[src/rtl/lprd_pkg.sv]
// types and constants shared by the length-prefixed request deframer
package lprd_pkg;

  localparam int unsigned ByteW  = 8;
  localparam int unsigned CountW = 16;
  localparam int unsigned AccumW = 32;
  localparam int unsigned ErrW   = 3;
  localparam int unsigned CfgIdxW = 1;

  localparam logic [CountW-1:0] MaxFrameLenReset = CountW'(4096);
  localparam logic [CountW-1:0] MaxArgCountReset = CountW'(1024);
  localparam logic [CountW-1:0] FieldBytes       = CountW'(4);

  typedef enum logic [CfgIdxW-1:0] {
    CFG_MAX_FRAME_LEN = 1'b0,
    CFG_MAX_ARG_COUNT = 1'b1
  } lprd_cfg_e;

  typedef enum logic [2:0] {
    PH_FLEN  = 3'd0,
    PH_COUNT = 3'd1,
    PH_SIZE  = 3'd2,
    PH_DATA  = 3'd3,
    PH_HALT  = 3'd4
  } lprd_phase_e;

  typedef enum logic [ErrW-1:0] {
    ERR_NONE      = 3'd0,
    ERR_FRAME_LEN = 3'd1,
    ERR_BODY_SHORT = 3'd2,
    ERR_ARG_COUNT = 3'd3,
    ERR_OVERRUN   = 3'd4,
    ERR_TRAILING  = 3'd5
  } lprd_err_e;

  typedef struct packed {
    logic [ByteW-1:0]  out_byte;
    logic              arg_data;
    logic [CountW-1:0] arg_index;
    logic              arg_begin;
    logic [CountW-1:0] arg_length;
    logic              arg_last;
    logic              frame_done;
    logic [ErrW-1:0]   error_code;
  } lprd_res_t;

  typedef struct packed {
    lprd_phase_e phase;
    logic        done;
    lprd_err_e   err;
  } lprd_after_t;

  // decision taken once an argument, or the whole list, is complete
  function automatic lprd_after_t lprd_after_arg(logic [CountW-1:0] args_left,
                                                 logic [CountW-1:0] frame_left);
    lprd_after_t r;
    r.phase = PH_SIZE;
    r.done  = 1'b0;
    r.err   = ERR_NONE;
    if (args_left == '0) begin
      if (frame_left == '0) begin
        r.done  = 1'b1;
        r.phase = PH_FLEN;
      end else begin
        r.err = ERR_TRAILING;
      end
    end else if (frame_left < FieldBytes) begin
      r.err = ERR_OVERRUN;
    end
    return r;
  endfunction

endpackage

[src/rtl/length_prefixed_request_deframer.sv]
// length-prefixed request deframer top level
//
//   channel | direction | handshake               | payload
//   in      | input     | in_valid_i / in_stall_o | in_byte_i
//   out     | output    | out_valid_o / out_stall_i | out_byte_o .. error_code_o
//   cfg     | input     | cfg_we_i                | cfg_index_i, cfg_data_i
//
// one byte per cycle while in_stall_o is low: each transaction updates the field and count
// registers and its result lands in the output register on the same edge
// in_stall_o is high only while a result is held and out_stall_i is high
// reset returns to the frame length phase with no error; limits go to 4096 and 1024
// after an error every further transaction returns only the error code
module length_prefixed_request_deframer
  import lprd_pkg::*;
(
  input  logic                clk_i,
  input  logic                rst_ni,
  input  logic                in_valid_i,
  output logic                in_stall_o,
  input  logic [ByteW-1:0]    in_byte_i,
  output logic                out_valid_o,
  input  logic                out_stall_i,
  output logic [ByteW-1:0]    out_byte_o,
  output logic                arg_data_o,
  output logic [CountW-1:0]   arg_index_o,
  output logic                arg_begin_o,
  output logic [CountW-1:0]   arg_length_o,
  output logic                arg_last_o,
  output logic                frame_done_o,
  output logic [ErrW-1:0]     error_code_o,
  input  logic                cfg_we_i,
  input  logic [CfgIdxW-1:0]  cfg_index_i,
  input  logic [CountW-1:0]   cfg_data_i
);

  lprd_phase_e        phase_q, phase_d;
  logic [1:0]         pos_q, pos_d;
  logic [AccumW-1:0]  acc_q, acc_d;
  logic [CountW-1:0]  frame_left_q, frame_left_d;
  logic [CountW-1:0]  args_left_q, args_left_d;
  logic [CountW-1:0]  cur_arg_q, cur_arg_d;
  logic [CountW-1:0]  arg_left_q, arg_left_d;
  lprd_err_e          err_q, err_d;
  logic [CountW-1:0]  max_frame_len_q, max_arg_count_q;
  lprd_res_t          res_q, res_d;
  logic               out_valid_q, out_valid_d;

  logic               accept;
  logic               field_full;
  logic [AccumW-1:0]  acc_new;
  logic [CountW-1:0]  frame_dec;
  logic [CountW-1:0]  args_dec;
  logic [CountW-1:0]  arg_dec;
  lprd_after_t        aft;
  lprd_err_e          raise;

  assign in_stall_o = out_valid_q & out_stall_i;
  assign accept     = in_valid_i & ~in_stall_o;

  always_comb begin
    acc_new = acc_q;
    acc_new[{pos_q, 3'b000} +: ByteW] = in_byte_i;
    if (pos_q == 2'd0) begin
      acc_new = {{(AccumW-ByteW){1'b0}}, in_byte_i};
    end
  end

  assign field_full = (pos_q == 2'd3);
  assign frame_dec  = frame_left_q - CountW'(1);
  assign args_dec   = args_left_q - CountW'(1);
  assign arg_dec    = arg_left_q - CountW'(1);

  always_comb begin
    phase_d      = phase_q;
    pos_d        = pos_q;
    acc_d        = acc_q;
    frame_left_d = frame_left_q;
    args_left_d  = args_left_q;
    cur_arg_d    = cur_arg_q;
    arg_left_d   = arg_left_q;
    err_d        = err_q;
    res_d        = '0;
    raise        = ERR_NONE;
    aft          = '{phase: PH_SIZE, done: 1'b0, err: ERR_NONE};

    case (phase_q)
      PH_FLEN: begin
        pos_d = pos_q + 2'd1;
        acc_d = acc_new;
        if (field_full) begin
          if (acc_new > {{(AccumW-CountW){1'b0}}, max_frame_len_q}) begin
            raise = ERR_FRAME_LEN;
          end else if (acc_new < {{(AccumW-CountW){1'b0}}, FieldBytes}) begin
            raise = ERR_BODY_SHORT;
          end else begin
            frame_left_d = acc_new[CountW-1:0];
            phase_d      = PH_COUNT;
          end
        end
      end
      PH_COUNT: begin
        frame_left_d = frame_dec;
        pos_d        = pos_q + 2'd1;
        acc_d        = acc_new;
        if (field_full) begin
          if (acc_new > {{(AccumW-CountW){1'b0}}, max_arg_count_q}) begin
            raise = ERR_ARG_COUNT;
          end else begin
            args_left_d      = acc_new[CountW-1:0];
            cur_arg_d        = '0;
            aft              = lprd_after_arg(acc_new[CountW-1:0], frame_dec);
            phase_d          = aft.phase;
            res_d.frame_done = aft.done;
            raise            = aft.err;
          end
        end
      end
      PH_SIZE: begin
        frame_left_d = frame_dec;
        pos_d        = pos_q + 2'd1;
        acc_d        = acc_new;
        if (field_full) begin
          if (acc_new > {{(AccumW-CountW){1'b0}}, frame_dec}) begin
            raise = ERR_OVERRUN;
          end else begin
            res_d.arg_index  = cur_arg_q;
            res_d.arg_begin  = 1'b1;
            res_d.arg_length = acc_new[CountW-1:0];
            if (acc_new == '0) begin
              res_d.arg_last   = 1'b1;
              args_left_d      = args_dec;
              cur_arg_d        = cur_arg_q + CountW'(1);
              aft              = lprd_after_arg(args_dec, frame_dec);
              phase_d          = aft.phase;
              res_d.frame_done = aft.done;
              raise            = aft.err;
            end else begin
              arg_left_d = acc_new[CountW-1:0];
              phase_d    = PH_DATA;
            end
          end
        end
      end
      PH_DATA: begin
        res_d.out_byte  = in_byte_i;
        res_d.arg_data  = 1'b1;
        res_d.arg_index = cur_arg_q;
        frame_left_d    = frame_dec;
        arg_left_d      = arg_dec;
        if (arg_dec == '0) begin
          res_d.arg_last   = 1'b1;
          args_left_d      = args_dec;
          cur_arg_d        = cur_arg_q + CountW'(1);
          aft              = lprd_after_arg(args_dec, frame_dec);
          phase_d          = aft.phase;
          res_d.frame_done = aft.done;
          raise            = aft.err;
        end
      end
      default: begin
        res_d.error_code = err_q;
      end
    endcase

    if (raise != ERR_NONE) begin
      res_d            = '0;
      res_d.error_code = raise;
      err_d            = raise;
      phase_d          = PH_HALT;
    end
  end

  always_comb begin
    out_valid_d = out_valid_q;
    if (accept) begin
      out_valid_d = 1'b1;
    end else if (!out_stall_i) begin
      out_valid_d = 1'b0;
    end
  end

  always_ff @(posedge clk_i or negedge rst_ni) begin
    if (!rst_ni) begin
      phase_q      <= PH_FLEN;
      pos_q        <= '0;
      acc_q        <= '0;
      frame_left_q <= '0;
      args_left_q  <= '0;
      cur_arg_q    <= '0;
      arg_left_q   <= '0;
      err_q        <= ERR_NONE;
      out_valid_q  <= 1'b0;
    end else begin
      out_valid_q <= out_valid_d;
      if (accept) begin
        phase_q      <= phase_d;
        pos_q        <= pos_d;
        acc_q        <= acc_d;
        frame_left_q <= frame_left_d;
        args_left_q  <= args_left_d;
        cur_arg_q    <= cur_arg_d;
        arg_left_q   <= arg_left_d;
        err_q        <= err_d;
      end
    end
  end

  // limit registers
  always_ff @(posedge clk_i or negedge rst_ni) begin
    if (!rst_ni) begin
      max_frame_len_q <= MaxFrameLenReset;
      max_arg_count_q <= MaxArgCountReset;
    end else if (cfg_we_i) begin
      case (cfg_index_i)
        CFG_MAX_FRAME_LEN: max_frame_len_q <= cfg_data_i;
        CFG_MAX_ARG_COUNT: max_arg_count_q <= cfg_data_i;
        default: ;
      endcase
    end
  end

  always_ff @(posedge clk_i) begin
    if (accept) begin
      res_q <= res_d;
    end
  end

  assign out_valid_o  = out_valid_q;
  assign out_byte_o   = res_q.out_byte;
  assign arg_data_o   = res_q.arg_data;
  assign arg_index_o  = res_q.arg_index;
  assign arg_begin_o  = res_q.arg_begin;
  assign arg_length_o = res_q.arg_length;
  assign arg_last_o   = res_q.arg_last;
  assign frame_done_o = res_q.frame_done;
  assign error_code_o = res_q.error_code;

endmodule
[config.mk]
export PLATFORM = sky130hd
export DESIGN_NAME = length_prefixed_request_deframer
export DESIGN_NICKNAME = d
export VERILOG_FILES = /design/src/rtl/lprd_pkg.sv /design/src/rtl/length_prefixed_request_deframer.sv
export SDC_FILE = /design/constraint.sdc
export NUM_CORES = 1
export LEC_CHECK = 0
export ABC_AREA = 0
export BUFFER_PORTS_ARGS = -buffer_cell sky130_fd_sc_hd__buf_2
export CORE_UTILIZATION = 40
export CTS_CLUSTER_SIZE = 25
export DETAILED_ROUTE_END_ITERATION = 8
export HOLD_SLACK_MARGIN = 0.06
export SYNTH_ARGS = -nofsm -noshare
export SYNTH_HDL_FRONTEND = slang
export SYNTH_SLANG_ARGS = --single-unit
[constraint.sdc]
create_clock -name clk_i -period 11.76 [get_ports clk_i]
set_input_delay 0.588 -clock clk_i [delete_from_list [all_inputs] [get_ports clk_i]]
set_output_delay 0.588 -clock clk_i [all_outputs]
set_load 0.005 [all_outputs]
---- Yosys cells after proc, flatten, opt, wreduce, memory -nomap -nowiden ----
Cells that the tools add are included.
storage, ports and cells
  input bits .............................. 30
  output and inout port bits .............. 49
  bits in registers ....................... 184
  word-level logic and storage cells ...... 154
operators by class
  bitwise gates (word level) .............. 7
  reduce and logical (&&, ||, !) cells .... 26
  add/sub/neg operators ................... 6
  $lt $le $gt $ge ......................... 5
  shift operators ......................... 2
  multiplexer cells ....................... 66
  equality and inequality tests ........... 23
operator list
  kind                                                                    count
  16-bit 2-to-1 mux                                                       18
  32-bit by 16-bit > comparator with 1-bit output                         3
  16-bit case mux with 2 select lines                                     3
  16-bit case mux with 3 select lines                                     2
  35-bit 2-to-1 mux                                                       2
  3-bit 2-to-1 mux                                                        23
  16-bit logical NOT                                                      4
  16-bit by 1-bit subtractor with 16-bit output, second input constant    3
  32-bit bitwise mux                                                      1
  32-bit logical NOT                                                      1
  32-bit by 3-bit < comparator with 1-bit output, second input constant   1
  32-bit 2-to-1 mux                                                       1
  8-bit by 7-bit variable shift with 32-bit output, first input constant  1
  8-bit by 7-bit variable part select with 32-bit output                  1
  3-bit != test, second input constant                                    8
  3-bit case mux with 4 select lines                                      2
  2-bit != test, second input constant                                    10
  16-bit by 1-bit adder with 16-bit output, second input constant         1
  16-bit by 3-bit < comparator with 1-bit output, second input constant   1
  2-bit 2-to-1 mux                                                        5
  10-bit AND reduction                                                    1
  5-bit AND reduction                                                     2
  3-bit OR reduction                                                      3
  4-bit 2-to-1 mux                                                        2
  other kinds (20)                                                        36

---- Logic depth before layout (Yosys ltp) ----
Gate-level depths: netlist of run 1.
  depth after elaboration ................. 12
  gate-level depth with buffers ........... 20
  mapped depth without buffers ............ 17

---- Worst setup path after synthesis of run 1 ----
Ideal clock, no wire load.
  path type ............................... register to register
  from .................................... reg pos_q[0]
  to ...................................... reg res_q (netlist bit arg_length_o[7]) (data pin)
  buffers on the path ..................... 5
  stages on the path, launching flop included .. 20
  data required time ...................... 11492 ps
  setup slack ............................. 7027 ps
  period minus slack after synthesis ...... 4733 ps
  setup time .............................. 268 ps
  arrival ................................. 4466 ps
  path through ............................ dfrtp_1 > clkbuf_1 > inv_1 > ha_1 > clkbuf_1 > buf_2 > buf_1 > mux2i_1 > inv_1 > ha_1 > nand2_1 > nor4_1 > a21boi_0 > o31ai_1 > a2111oi_0 > o21ai_0 > and2_1 > nand4_2 > buf_2 > nor2_1
between the ends
  longest elaborated chain between the ends .. 11
  elaborated cells on any way between the ends .. 26
  classes of those cells .................. add/sub: 1; order compare: 4; eq/ne: 1; shift: 2; mux: 12; bitwise: 1; reduce/logical: 5
RTL lines
  item                                                                                                                               RTL line                                 source
  start: declaration                                                                                                                 length_prefixed_request_deframer.sv:37   logic [1:0] pos_q, pos_d;
  start signal: assignment                                                                                                           length_prefixed_request_deframer.sv:197  pos_q <= pos_d;
  5-bit negator with 7-bit output                                                                                                    length_prefixed_request_deframer.sv:62   acc_new[{pos_q, 3'b000} +: ByteW] = in_byte_i;
  8-bit by 7-bit variable part select with 32-bit output / 8-bit by 7-bit variable shift with 32-bit output (equally long branches)  length_prefixed_request_deframer.sv:62
  32-bit bitwise mux                                                                                                                 length_prefixed_request_deframer.sv:62
  32-bit 2-to-1 mux *                                                                                                                length_prefixed_request_deframer.sv:63   if (pos_q == 2'd0) begin
  net acc_new[7]                                                                                                                     length_prefixed_request_deframer.sv:50   logic [AccumW-1:0] acc_new;
  32-bit by 3-bit < comparator with 1-bit output, or another cell as far along                                                       length_prefixed_request_deframer.sv:93   end else if (acc_new < {{(AccumW-CountW){1'b0}}, FieldBytes}) begin
  2-bit 2-to-1 mux, or another cell as far along                                                                                     length_prefixed_request_deframer.sv:93
  2-bit 2-to-1 mux, or another cell as far along                                                                                     length_prefixed_request_deframer.sv:91   if (acc_new > {{(AccumW-CountW){1'b0}}, max_frame_len_q}) begin
  2-bit 2-to-1 mux, or another cell as far along                                                                                     length_prefixed_request_deframer.sv:90   if (field_full) begin
  3-bit case mux with 4 select lines                                                                                                 length_prefixed_request_deframer.sv:86   case (phase_q)
  3-bit nonzero test                                                                                                                 length_prefixed_request_deframer.sv:165  if (raise != ERR_NONE) begin
  4-bit OR reduction (no line)                                                                                                       --
  end signal: assignment                                                                                                             length_prefixed_request_deframer.sv:224  res_q <= res_d;
  end: declaration                                                                                                                   length_prefixed_request_deframer.sv:45   lprd_res_t res_q, res_d;
Mark *: on every way through the listed nets, which the timed path passes. The rest lies on a longest branch.
A chain may end at the register's enable or synchronous reset.

---- Worst setup path in the final report of run 1 ----
Ends and elaborated chain as after synthesis.

==> flow_summary.json, run 1 <==
{
  "postSynthCellCount": 1183,
  "synthTopCellsByArea": "dfrtp_1 31%, edfxtp_1 13%, ha_1 6.6%",
  "worstSkewPairLatency_ns": 0.44,
  "dieWidth_um": 168,
  "drv_slew": 0,
  "fin_skew_ns": 0.0153,
  "drc": 0,
  "vias": 9202,
  "die-area_um2": 28100,
  "synth_fp_nets": 1271,
  "crit_chain": "inv_1 -> ha_1 -> mux2i_1 -> inv_1 -> ha_1 -> nand2_1 -> nor4_1 -> a21boi_0 -> o31ai_1 -> a2111oi_0 -> o21ai_0 -> and2_1 -> nand4_2 -> nor2_1",
  "synth-main-ff-cell": "dfrtp_1",
  "crit_path_end_kind": "flop",
  "cts_setup_buffers": 0,
  "netlist_area_um2": 11000,
  "ctsResizeCount": 0,
  "grt_use_total": 0.213,
  "rsz0062_at_grt": "false",
  "ctsHoldBuffers": 0,
  "cts_tree": "done",
  "cp_slowest_cell": "a2111oi_0",
  "core_region_area_um2": 27000,
  "setup_tns_ns": 0,
  "ys_ff_latch": 184,
  "yosys.area.top_type": "dfrtp_1",
  "drt_wl_total_mm": 29.4,
  "fill_cells": 2598,
  "crit_arrival_ns": 5.87,
  "worst_slew_margin_rel": 0.317,
  "cpLargestDelayFamily": "compound AO/OA/AOI/OAI gates",
  "syn_avg_cell_area_um2": 9.26,
  "worst_pin_slew_ns": 1.02,
  "cts_inserted_buffers": 17,
  "final_hold_viol_count": 0,
  "nNetsFinal": 1327,
  "start_kind": "flop",
  "wl_per_cell_um": 18.4,
  "clk_path_buf_depth": 2,
  "final_cell_mix": "135 x dfrtp_1, 116 x nand2_1, 101 x o21ai_0",
  "min_path_type": "primary input to asynchronous set/reset pin",
  "setup_viol": 0,
  "fin_crit_sh": 0.486,
  "num_io_pins": 79,
  "initial_core_util": 0.407,
  "overflow": 0,
  "period_needed_ns": 5.72,
  "power_per_cell_area_nw_per_um2": 245,
  "crit_type": "flop to flop",
  "p_leak_nw": 5.22,
  "cts_sinks": 184,
  "place_hpwl_mm": 20.3,
  "drv_cap": 0,
  "fp.dieH_um": 168,
  "peakVddDrop_uv": 123,
  "grt_max_degree": 79,
  "cts_root_buffer": "clkbuf_16",
  "layout-drive-gt1-share": 0.144,
  "grt_pass1_vias": 8716,
  "clkTransAtPathRegs_ns": 0.08,
  "status": "complete, no violations",
  "drt_first_pass_iters": 8,
  "antenna_left": 0,
  "placementRows": 60,
  "ys_types": 78,
  "place_area_um2": 11700,
  "grt_pass1_wl_mm": 47.3,
  "max_freq_ghz": 0.175,
  "cpPeakStageDelay_ns": 0.88,
  "io_buffers": 78,
  "drt-vias-per-instance": 5.77,
  "cts.htree.levels": 4,
  "yosys_warnings": 0,
  "synth_edf_count": 47,
  "seq_area_frac_synth": 0.442,
  "synth_top_area_frac": 0.308,
  "drtIter0Drc": 677,
  "critPathBufInv": 2,
  "worst-endpoint-required_ns": 11.92,
  "cp_max_fo": 16,
  "antenna_found_initial": 1,
  "synth-async-reset-ratio": 0.745,
  "finalWeightedCongestion": 0.908,
  "fin_area_um2": 12300,
  "layout_commonest_cell": "dfrtp_1",
  "syn_to_final_growth_pct": 12.0
}
stage by stage:
stage                util  cells  power, mW  worst slack, ns  hold slack, ns
floorplan               -   1183       2.00             7.03           0.292
global placement    0.433   1561       2.39             6.25           0.452
detailed placement  0.433   1561       2.41             6.15           0.463
CTS                 0.455   1593       3.00             6.10           0.206
global route        0.455   1593       3.23             5.62           0.221
finish              0.455   1594       3.00             6.04           0.149
path summary, 6_finish.rpt:
kind	end	startpoint	depth (start not counted)	slack [ns]
min	acc_q[29]$_DFFE_PN0P_	rst_ni	1	0.15
min in group clk_i	max_frame_len_q[5]$_DFFE_PN0P_	cfg_data_i[5]	3	0.37
max reg2reg	arg_length_o[7]$_SDFFCE_PP0P_	pos_q[0]$_DFFE_PN0P_	14	6.04
max in group asynchronous	cur_arg_q[0]$_DFFE_PN0P_	rst_ni	2	10.32
max	arg_length_o[7]$_SDFFCE_PP0P_	pos_q[0]$_DFFE_PN0P_	14	6.04
min reg2reg	cur_arg_q[15]$_DFFE_PN0P_	cur_arg_q[15]$_DFFE_PN0P_	1	0.48
power by group:
| part | leakage [nW] | internal, mW | total, mW | switching (mW) |
|---|---|---|---|---|
| combinational | 2.81 | 0.526 | 1.38 | 0.858 |
| clock | 0.277 | 0.286 | 0.579 | 0.293 |
| sequential | 2.13 | 0.836 | 1.04 | 0.204 |
cell type report:
class	count	area, µm²	area share
Antenna cell	1	2.50	0.000204
Timing Repair Buffer	93	509	0.0415
Multi-Input combinational cell	866	5610	0.457
Tap cell	341	427	0.0348
Clock inverter	14	161	0.0132
Sequential cell	184	4840	0.395
Clock buffer	18	429	0.0350
Inverter	77	289	0.0236
cell families (layout without fill, tap and decap cells):
group	after synthesis	in the layout	share of synthesized area
xor gates and xnor gates	19	19	0.0164
adders and majority gates	58	58	0.0662
other	0	1	0
DFF	184	184	0.442
and+or+nand+nor	455	455	0.216
muxes	48	48	0.0475
buffers and inverters	133	202	0.0470
AOI/OAI and AO/OA	286	286	0.165
synth_stat cells, types with 3 or more instances:
library cell  instances
mux2_2               32
mux2i_1              16
nor2b_1              18
o22a_1               12
xor2_1                3
a21oi_1              66
a211oi_1              4
nor4_4                3
and4_1                3
nor3_1               28
or2_2                 4
o21a_1                4
or4_1                 6
a21o_1               12
a222oi_1             13
a41oi_1               3
o211ai_1              9
nor3b_1               6
o32ai_1               3
clkbuf_1             46
nand2_1             116
and3_1               17
inv_1                75
nand3_1              27
edfxtp_1             47
nand4_1              37
xnor2_1              15
a31oi_1              13
nand3b_1              3
buf_2                 7
dfrtp_1             135
o31ai_1              11
o21ai_0             101
ha_1                 58
nor2_1               93
and2_1               32
nor4_1               18
or3_1                11
o21ai_1               5
nand2b_1             18
per-layer routing:
layer / GRT usage / vias to the layer above / routed length, µm
li1: - / 4418 / -
met1: 0.295 / 4457 / 14000
met2: 0.334 / 279 / 13300
met3: 0.0331 / 48 / 1340
met4: 0.0854 / 0 / 797
met5: 0 / - / 0
state kept, by name, indices dropped and copies added (netlist names):
signal	cells
max_arg_count_q	16
pos_q	2
args_left_q	16
frame_done_o	1
err_q	3
arg_begin_o	1
phase_q	3
arg_last_o	1
arg_length_o	16
cur_arg_q	16
out_byte_o	8
arg_index_o	16
arg_data_o	1
frame_left_q	16
max_frame_len_q	16
error_code_o	3
arg_left_q	16
out_valid_o	1
acc_q	32
worst reg2reg max path: cells and delay by family, from the launching register on:
kind,cells,cell delay (ns)
adders and majority gates,2,0.91
and+or+nand+nor,5,1.09
DFF,1,0.58
AOI/OAI and AO/OA,4,1.59
buffers and inverters,2,0.42
muxes,1,0.86
No activity file was read; power rests on OpenSTA's default activity.
==> inputs of run 2 (changes only) <==
==> constraint.sdc (replaced) <==
create_clock -name clk_i -period 4.79 [get_ports clk_i]
set_input_delay 0.2395 -clock clk_i [delete_from_list [all_inputs] [get_ports clk_i]]
set_output_delay 0.2395 -clock clk_i [all_outputs]
set_load 0.005 [all_outputs]
==> run 2 against run 1 <==
First-iteration DRC count rose by 39%; sequential power rose by 150%; non-clock buffer count rose by 52; maximum frequency rose by 26%; critical path depth rose by 3; sequential share of layout area fell by 1.7 points; wire length rose by 1.3%; design area rose by 4.5%; die area did not move; hold slack got worse by 0.075 ns; critical endpoint is now out_byte_o[2]$_SDFFCE_PP0P_; highest routed layer unchanged.
==> flow_summary.json, run 2 (synthesis gave the netlist of run 1 again) <==
{
  "pre_cts_ws_ns": -0.0156,
  "cts_inserted_buffers": 17,
  "cp_max_fo": 13,
  "largest_reg_flops": 32,
  "drt_first_pass_iters": 9,
  "grt_pass1_vias": 8816,
  "rr_endpoint": "out_byte_o[2]$_SDFFCE_PP0P_",
  "fp.dieH_um": 168,
  "start_kind": "flop",
  "drtIter0Drc": 941,
  "clk_path_buf_depth": 2,
  "final_cell_mix": "135 x dfrtp_1, 116 x nand2_1, 100 x o21ai_0",
  "place_hpwl_mm": 20.9,
  "fin_skew_ns": 0.0136,
  "seq_power_share": 0.333,
  "clkPwrFrac": 0.195,
  "worst_slew_margin_rel": 0.210,
  "nNetsFinal": 1379,
  "initial_core_util": 0.407,
  "power_per_cell_area_nw_per_um2": 600,
  "layout-drive-gt1-share": 0.169,
  "final_hold_viol_count": 0,
  "layout_commonest_cell": "dfrtp_1",
  "vias": 9287,
  "status": "complete, no violations",
  "min_path_type": "primary input to flop",
  "cts_root_buffer": "clkbuf_16",
  "p_leak_nw": 5.51,
  "period_needed_ns": 4.54,
  "met2_usage": 0.336,
  "overflow": 0,
  "fin_area_um2": 12800,
  "hold_depth": 2,
  "worst_pin_slew_ns": 1.18,
  "grt_max_degree": 97,
  "fin_ws_ns": 0.253,
  "holdPathEnd": "max_arg_count_q[4]$_DFFE_PN0P_",
  "cts_tree": "done",
  "die-area_um2": 28100,
  "top_register": "acc_q",
  "drv_cap": 0,
  "fill_cells": 2489,
  "grt-busiest-layer": "met2",
  "rsz0062_at_grt": "true",
  "cpLargestDelayFamily": "compound AO/OA/AOI/OAI gates",
  "crit_arrival_ns": 4.73,
  "antenna_found_initial": 0,
  "placementRows": 60,
  "rr_worst_depth": 17,
  "hold_start": "cfg_data_i[4]",
  "max_freq_ghz": 0.220,
  "num_io_pins": 79,
  "use_met1": 0.308,
  "worst-endpoint-required_ns": 4.98,
  "drt_wl_total_mm": 29.8,
  "clkTransAtPathRegs_ns": 0.07,
  "placed_cells": 1591,
  "regToRegStartpoint": "pos_q[0]$_DFFE_PN0P_",
  "syn_to_final_growth_pct": 17.0,
  "drv_slew": 0,
  "peakVddDrop_uv": 295,
  "core_region_area_um2": 27000,
  "finalWeightedCongestion": 0.915,
  "instances_no_fill": 1645,
  "grt_pass1_wl_mm": 48.4,
  "antenna_left": 0,
  "crit_chain": "inv_1 -> ha_1 -> nand4_1 -> a21o_1 -> inv_1 -> buf_4 -> ha_1 -> a21o_1 -> a2111oi_1 -> a211o_1 -> nand2_1 -> or3_1 -> o32ai_2 -> buf_4 -> nor4_4 -> buf_4 -> and2_1",
  "cts.htree.levels": 4,
  "ff2ff_setup_slack_ns": 0.25,
  "p_comb_frac": 0.472,
  "critPathBufInv": 5,
  "place_area_um2": 11900,
  "wl_per_cell_um": 18.1,
  "crit_path_end_kind": "flop",
  "crit_type": "flop to flop",
  "drt-vias-per-instance": 5.65,
  "path_common_cell": "buf_4",
  "net-switching-power_mw": 3.33,
  "setup_viol": 0,
  "use_met3": 0.0456,
  "worstSkewPairLatency_ns": 0.44,
  "drc": 0,
  "cp_slowest_cell": "ha_1",
  "grt_use_total": 0.220,
  "cts_sinks": 184,
  "cpPeakStageDelay_ns": 0.52,
  "num_antenna_cells": 0,
  "netSwitchingFraction": 0.433,
  "worstSetupStartpoint": "pos_q[0]$_DFFE_PN0P_",
  "fin_crit_sh": 0.947,
  "dieWidth_um": 168,
  "intPower_mw": 4.36,
  "io_buffers": 78
}
run 2: cell types whose count changed in the layout (fill, tap and decap cells not counted), moves of 2 or more:
cell           change
bufinv_16          +2
buf_6              +2
clkinv_4           +2
a2111oi_0          -2
dlygate4sd3_1     +18
buf_4             +30
nor2_1             -2
clkinv_8           -4
nor2_2             +2
inv_8              -3
clkbuf_16          +2
a2111oi_1          +2
clkinvlp_4         -3
run 2: per-layer routing:
metal | up-vias | wire, µm
met1 | 4410 | 14200
met5 | - | 0
li1 | 4514 | -
met3 | 44 | 1830
met4 | 0 | 776
met2 | 319 | 13000
run 2: how the worst max path moves through the flow:
stage / endpoint / depth (start not counted) / slack (ns)
after floorplan: arg_length_o[7]$_SDFFCE_PP0P_ / 19 / 0.06
after global placement: arg_index_o[13]$_SDFFCE_PP0P_ / 18 / 0.13
after detailed placement: arg_index_o[0]$_SDFFCE_PP0P_ / 18 / -0.02
after CTS: cur_arg_q[12]$_DFFE_PN0P_ / 17 / 0.06
after global routing: cur_arg_q[12]$_DFFE_PN0P_ / 18 / -0.01
final: out_byte_o[2]$_SDFFCE_PP0P_ / 17 / 0.25
run 2: timing repair:
item	in CTS	in global routing
hold buffers	18	0
endpoints found under the hold margin	122	0
resized for setup	0	18
setup buffers	1	3
pin swaps	1	4
endpoints found under the setup margin	16	89
run 2: area by class of cell:
cell class	instances	area, µm²	share of cell area
Clock inverter	10	131	0.0102
Clock buffer	22	497	0.0387
Inverter	77	289	0.0225
Tap cell	341	427	0.0333
Multi-Input combinational cell	866	5660	0.442
Sequential cell	184	4840	0.378
Timing Repair Buffer	145	972	0.0758
run 2: power groups by stage:
stage / combinational, mW / clock, mW / sequential (mW)
6_report: 3.63 / 1.50 / 2.56
5_1_grt: 4.07 / 1.60 / 2.64
4_1_cts: 3.55 / 1.54 / 2.55
3_5_place_dp: 3.51 / 0 / 2.58
3_3_place_gp: 3.46 / 0 / 2.57
2_1_floorplan: 2.53 / 0 / 2.38
run 2: through the flow:
stage	setup TNS [ns]	hold slack, ns	util	power (mW)
4_1_cts	0	0.0666	0.472	7.64
6_report	0	0.0741	0.476	7.69
5_1_grt	-0.0114	0.0702	0.476	8.31
3_3_place_gp	0	0.413	0.442	6.03
2_1_floorplan	0	-0.0561	-	4.91
3_5_place_dp	-0.0673	0.415	0.442	6.09
==> inputs of run 3 (changes only) <==
--- a/config.mk
+++ b/config.mk
@@ -10,7 +10,7 @@
 export CORE_UTILIZATION = 40
 export CTS_CLUSTER_SIZE = 25
 export DETAILED_ROUTE_END_ITERATION = 8
-export HOLD_SLACK_MARGIN = 0.06
+export REMOVE_ABC_BUFFERS = 1
 export SYNTH_ARGS = -nofsm -noshare
 export SYNTH_HDL_FRONTEND = slang
 export SYNTH_SLANG_ARGS = --single-unit
==> run 3 against run 2 <==
Critical path type unchanged; non-clock buffer count fell by 7; die area unchanged; worst setup slack worse by 0.044 ns; sequential power barely moved; largest power group unchanged.
==> flow_summary.json, run 3 (synthesis gave the netlist of run 1 again) <==
{
  "status": "complete, no violations",
  "dieWidth_um": 168,
  "drtIter0Drc": 683,
  "min_path_type": "primary input to flop",
  "worst-endpoint-required_ns": 4.98,
  "drv_cap": 0,
  "num_antenna_cells": 0,
  "antenna_left": 0,
  "cts_inserted_buffers": 17,
  "drt-vias-per-instance": 5.62,
  "nNetsFinal": 1372,
  "initial_core_util": 0.407,
  "drt_wl_total_mm": 29.7,
  "grt_max_degree": 64,
  "cts_root_buffer": "clkbuf_16",
  "worst_pin_slew_ns": 0.938,
  "p_comb_frac": 0.474,
  "worstSkewPairLatency_ns": 0.44,
  "cp_max_fo": 9,
  "final_hold_viol_count": 0,
  "instances_no_fill": 1638,
  "antenna_found_initial": 0,
  "place_area_um2": 12000,
  "crit_path_end_kind": "flop",
  "crit_type": "flop to flop",
  "start_kind": "flop",
  "cts.htree.levels": 4,
  "fin_crit_sh": 0.956,
  "clkTransAtPathRegs_ns": 0.08,
  "power_per_cell_area_nw_per_um2": 597,
  "crit_arrival_ns": 4.78,
  "finish.utilization": 0.471,
  "grt_pass1_vias": 8794,
  "final_cell_mix": "135 x dfrtp_1, 116 x nand2_1, 101 x o21ai_0",
  "layout-drive-gt1-share": 0.177,
  "num_io_pins": 79,
  "net-switching-power_mw": 3.32,
  "largest_reg_flops": 32,
  "vias": 9212,
  "peakVddDrop_uv": 286,
  "grt_use_total": 0.216,
  "worst_slew_margin_rel": 0.374,
  "cts_sinks": 184,
  "clk_path_buf_depth": 2,
  "placed_cells": 1600,
  "cts_tree": "done",
  "wl_per_cell_um": 18.2,
  "top_register": "acc_q",
  "die-area_um2": 28100,
  "layout_commonest_cell": "dfrtp_1",
  "syn_to_final_growth_pct": 15.8,
  "drv_slew": 0,
  "netSwitchingFraction": 0.437,
  "fp.dieH_um": 168,
  "seq_power_share": 0.336,
  "intPower_mw": 4.27,
  "max_freq_ghz": 0.218,
  "core_region_area_um2": 27000,
  "placementRows": 60,
  "finalWeightedCongestion": 0.893,
  "overflow": 0,
  "place_hpwl_mm": 21.2,
  "period_needed_ns": 4.58,
  "drc": 0,
  "p_leak_nw": 5.47,
  "holdWs_ns": 0.0151,
  "drt_first_pass_iters": 5,
  "io_buffers": 78,
  "clkPwrFrac": 0.189,
  "setup_viol": 0,
  "grt_pass1_wl_mm": 47.9,
  "fin_area_um2": 12700,
  "fin_skew_ns": 0.0236
}
run 3: through the flow:
stage	TNS, ns	total power [mW]	setup slack, ns
after floorplan	-14.70	4.84	-0.584
after global placement	0	6.01	0.0126
after detailed placement	0	6.08	0.0441
after CTS	0	7.53	0.0213
after global routing	-0.0199	8.15	-0.0199
final	0	7.58	0.209
run 3: layout make-up:
class	count	area [µm²]
fill	2549	14300
multi-input combinational	866	5640
sequential	184	4840
timing repair buffer	138	902
clock buffer	19	443
tap	341	427
inverter	77	289
clock inverter	13	149
run 3: repair_timing:
| action | 4_1_cts | 5_1_grt |
|---|---|---|
| endpoints found under the hold margin | 12 | 0 |
| hold buffers | 2 | 0 |
| gates resized for setup | 0 | 11 |
| setup buffers | 0 | 4 |
| setup endpoints to repair | 0 | 78 |
run 3: worst max-delay path: stages, from the launching register on:
cell and delay [ns]:
dfrtp_1 0.43, inv_1 0.10, ha_1 0.29, buf_4 0.19, mux2i_1 0.33, inv_1 0.23, ha_1 0.34, a21oi_1 0.15
o21ai_0 0.13, a221o_1 0.37, o31ai_1 0.41, nor4b_1 0.55, a211oi_2 0.12, nand2_2 0.13, buf_4 0.15, nor4_4 0.04
buf_4 0.19, and2_1 0.18
run 3: power groups by stage:
stage | Combinational (mW) | Clock, mW | Sequential [mW]
after floorplan | 2.38 | 0 | 2.45
after global placement | 3.45 | 0 | 2.56
after detailed placement | 3.51 | 0 | 2.57
after CTS | 3.53 | 1.47 | 2.54
after global routing | 3.99 | 1.53 | 2.63
final | 3.60 | 1.44 | 2.55
run 3: final timing paths:
kind                                        from                         endpoint  slack (ns)  cells after the start
max                         pos_q[0]$_DFFE_PN0P_      out_byte_o[7]$_SDFFCE_PP0P_        0.21                     17
min                                cfg_data_i[8]   max_frame_len_q[8]$_DFFE_PN0P_        0.02                      3
max reg2reg                 pos_q[0]$_DFFE_PN0P_      out_byte_o[7]$_SDFFCE_PP0P_        0.21                     17
min reg2reg                acc_q[23]$_DFFE_PN0P_            acc_q[23]$_DFFE_PN0P_        0.48                      2
max in group asynchronous                 rst_ni       arg_left_q[10]$_DFFE_PN0P_        3.55                      3
min in group asynchronous                 rst_ni  max_frame_len_q[13]$_DFFE_PN0P_        0.16                      2
run 3: routing by layer:
metal	track usage	up-vias	share of wire
met5	0	-	0
met4	0.0965	0	0.034
met3	0.0284	51	0.039
met2	0.342	260	0.46
met1	0.296	4403	0.47
li1	-	4498	-
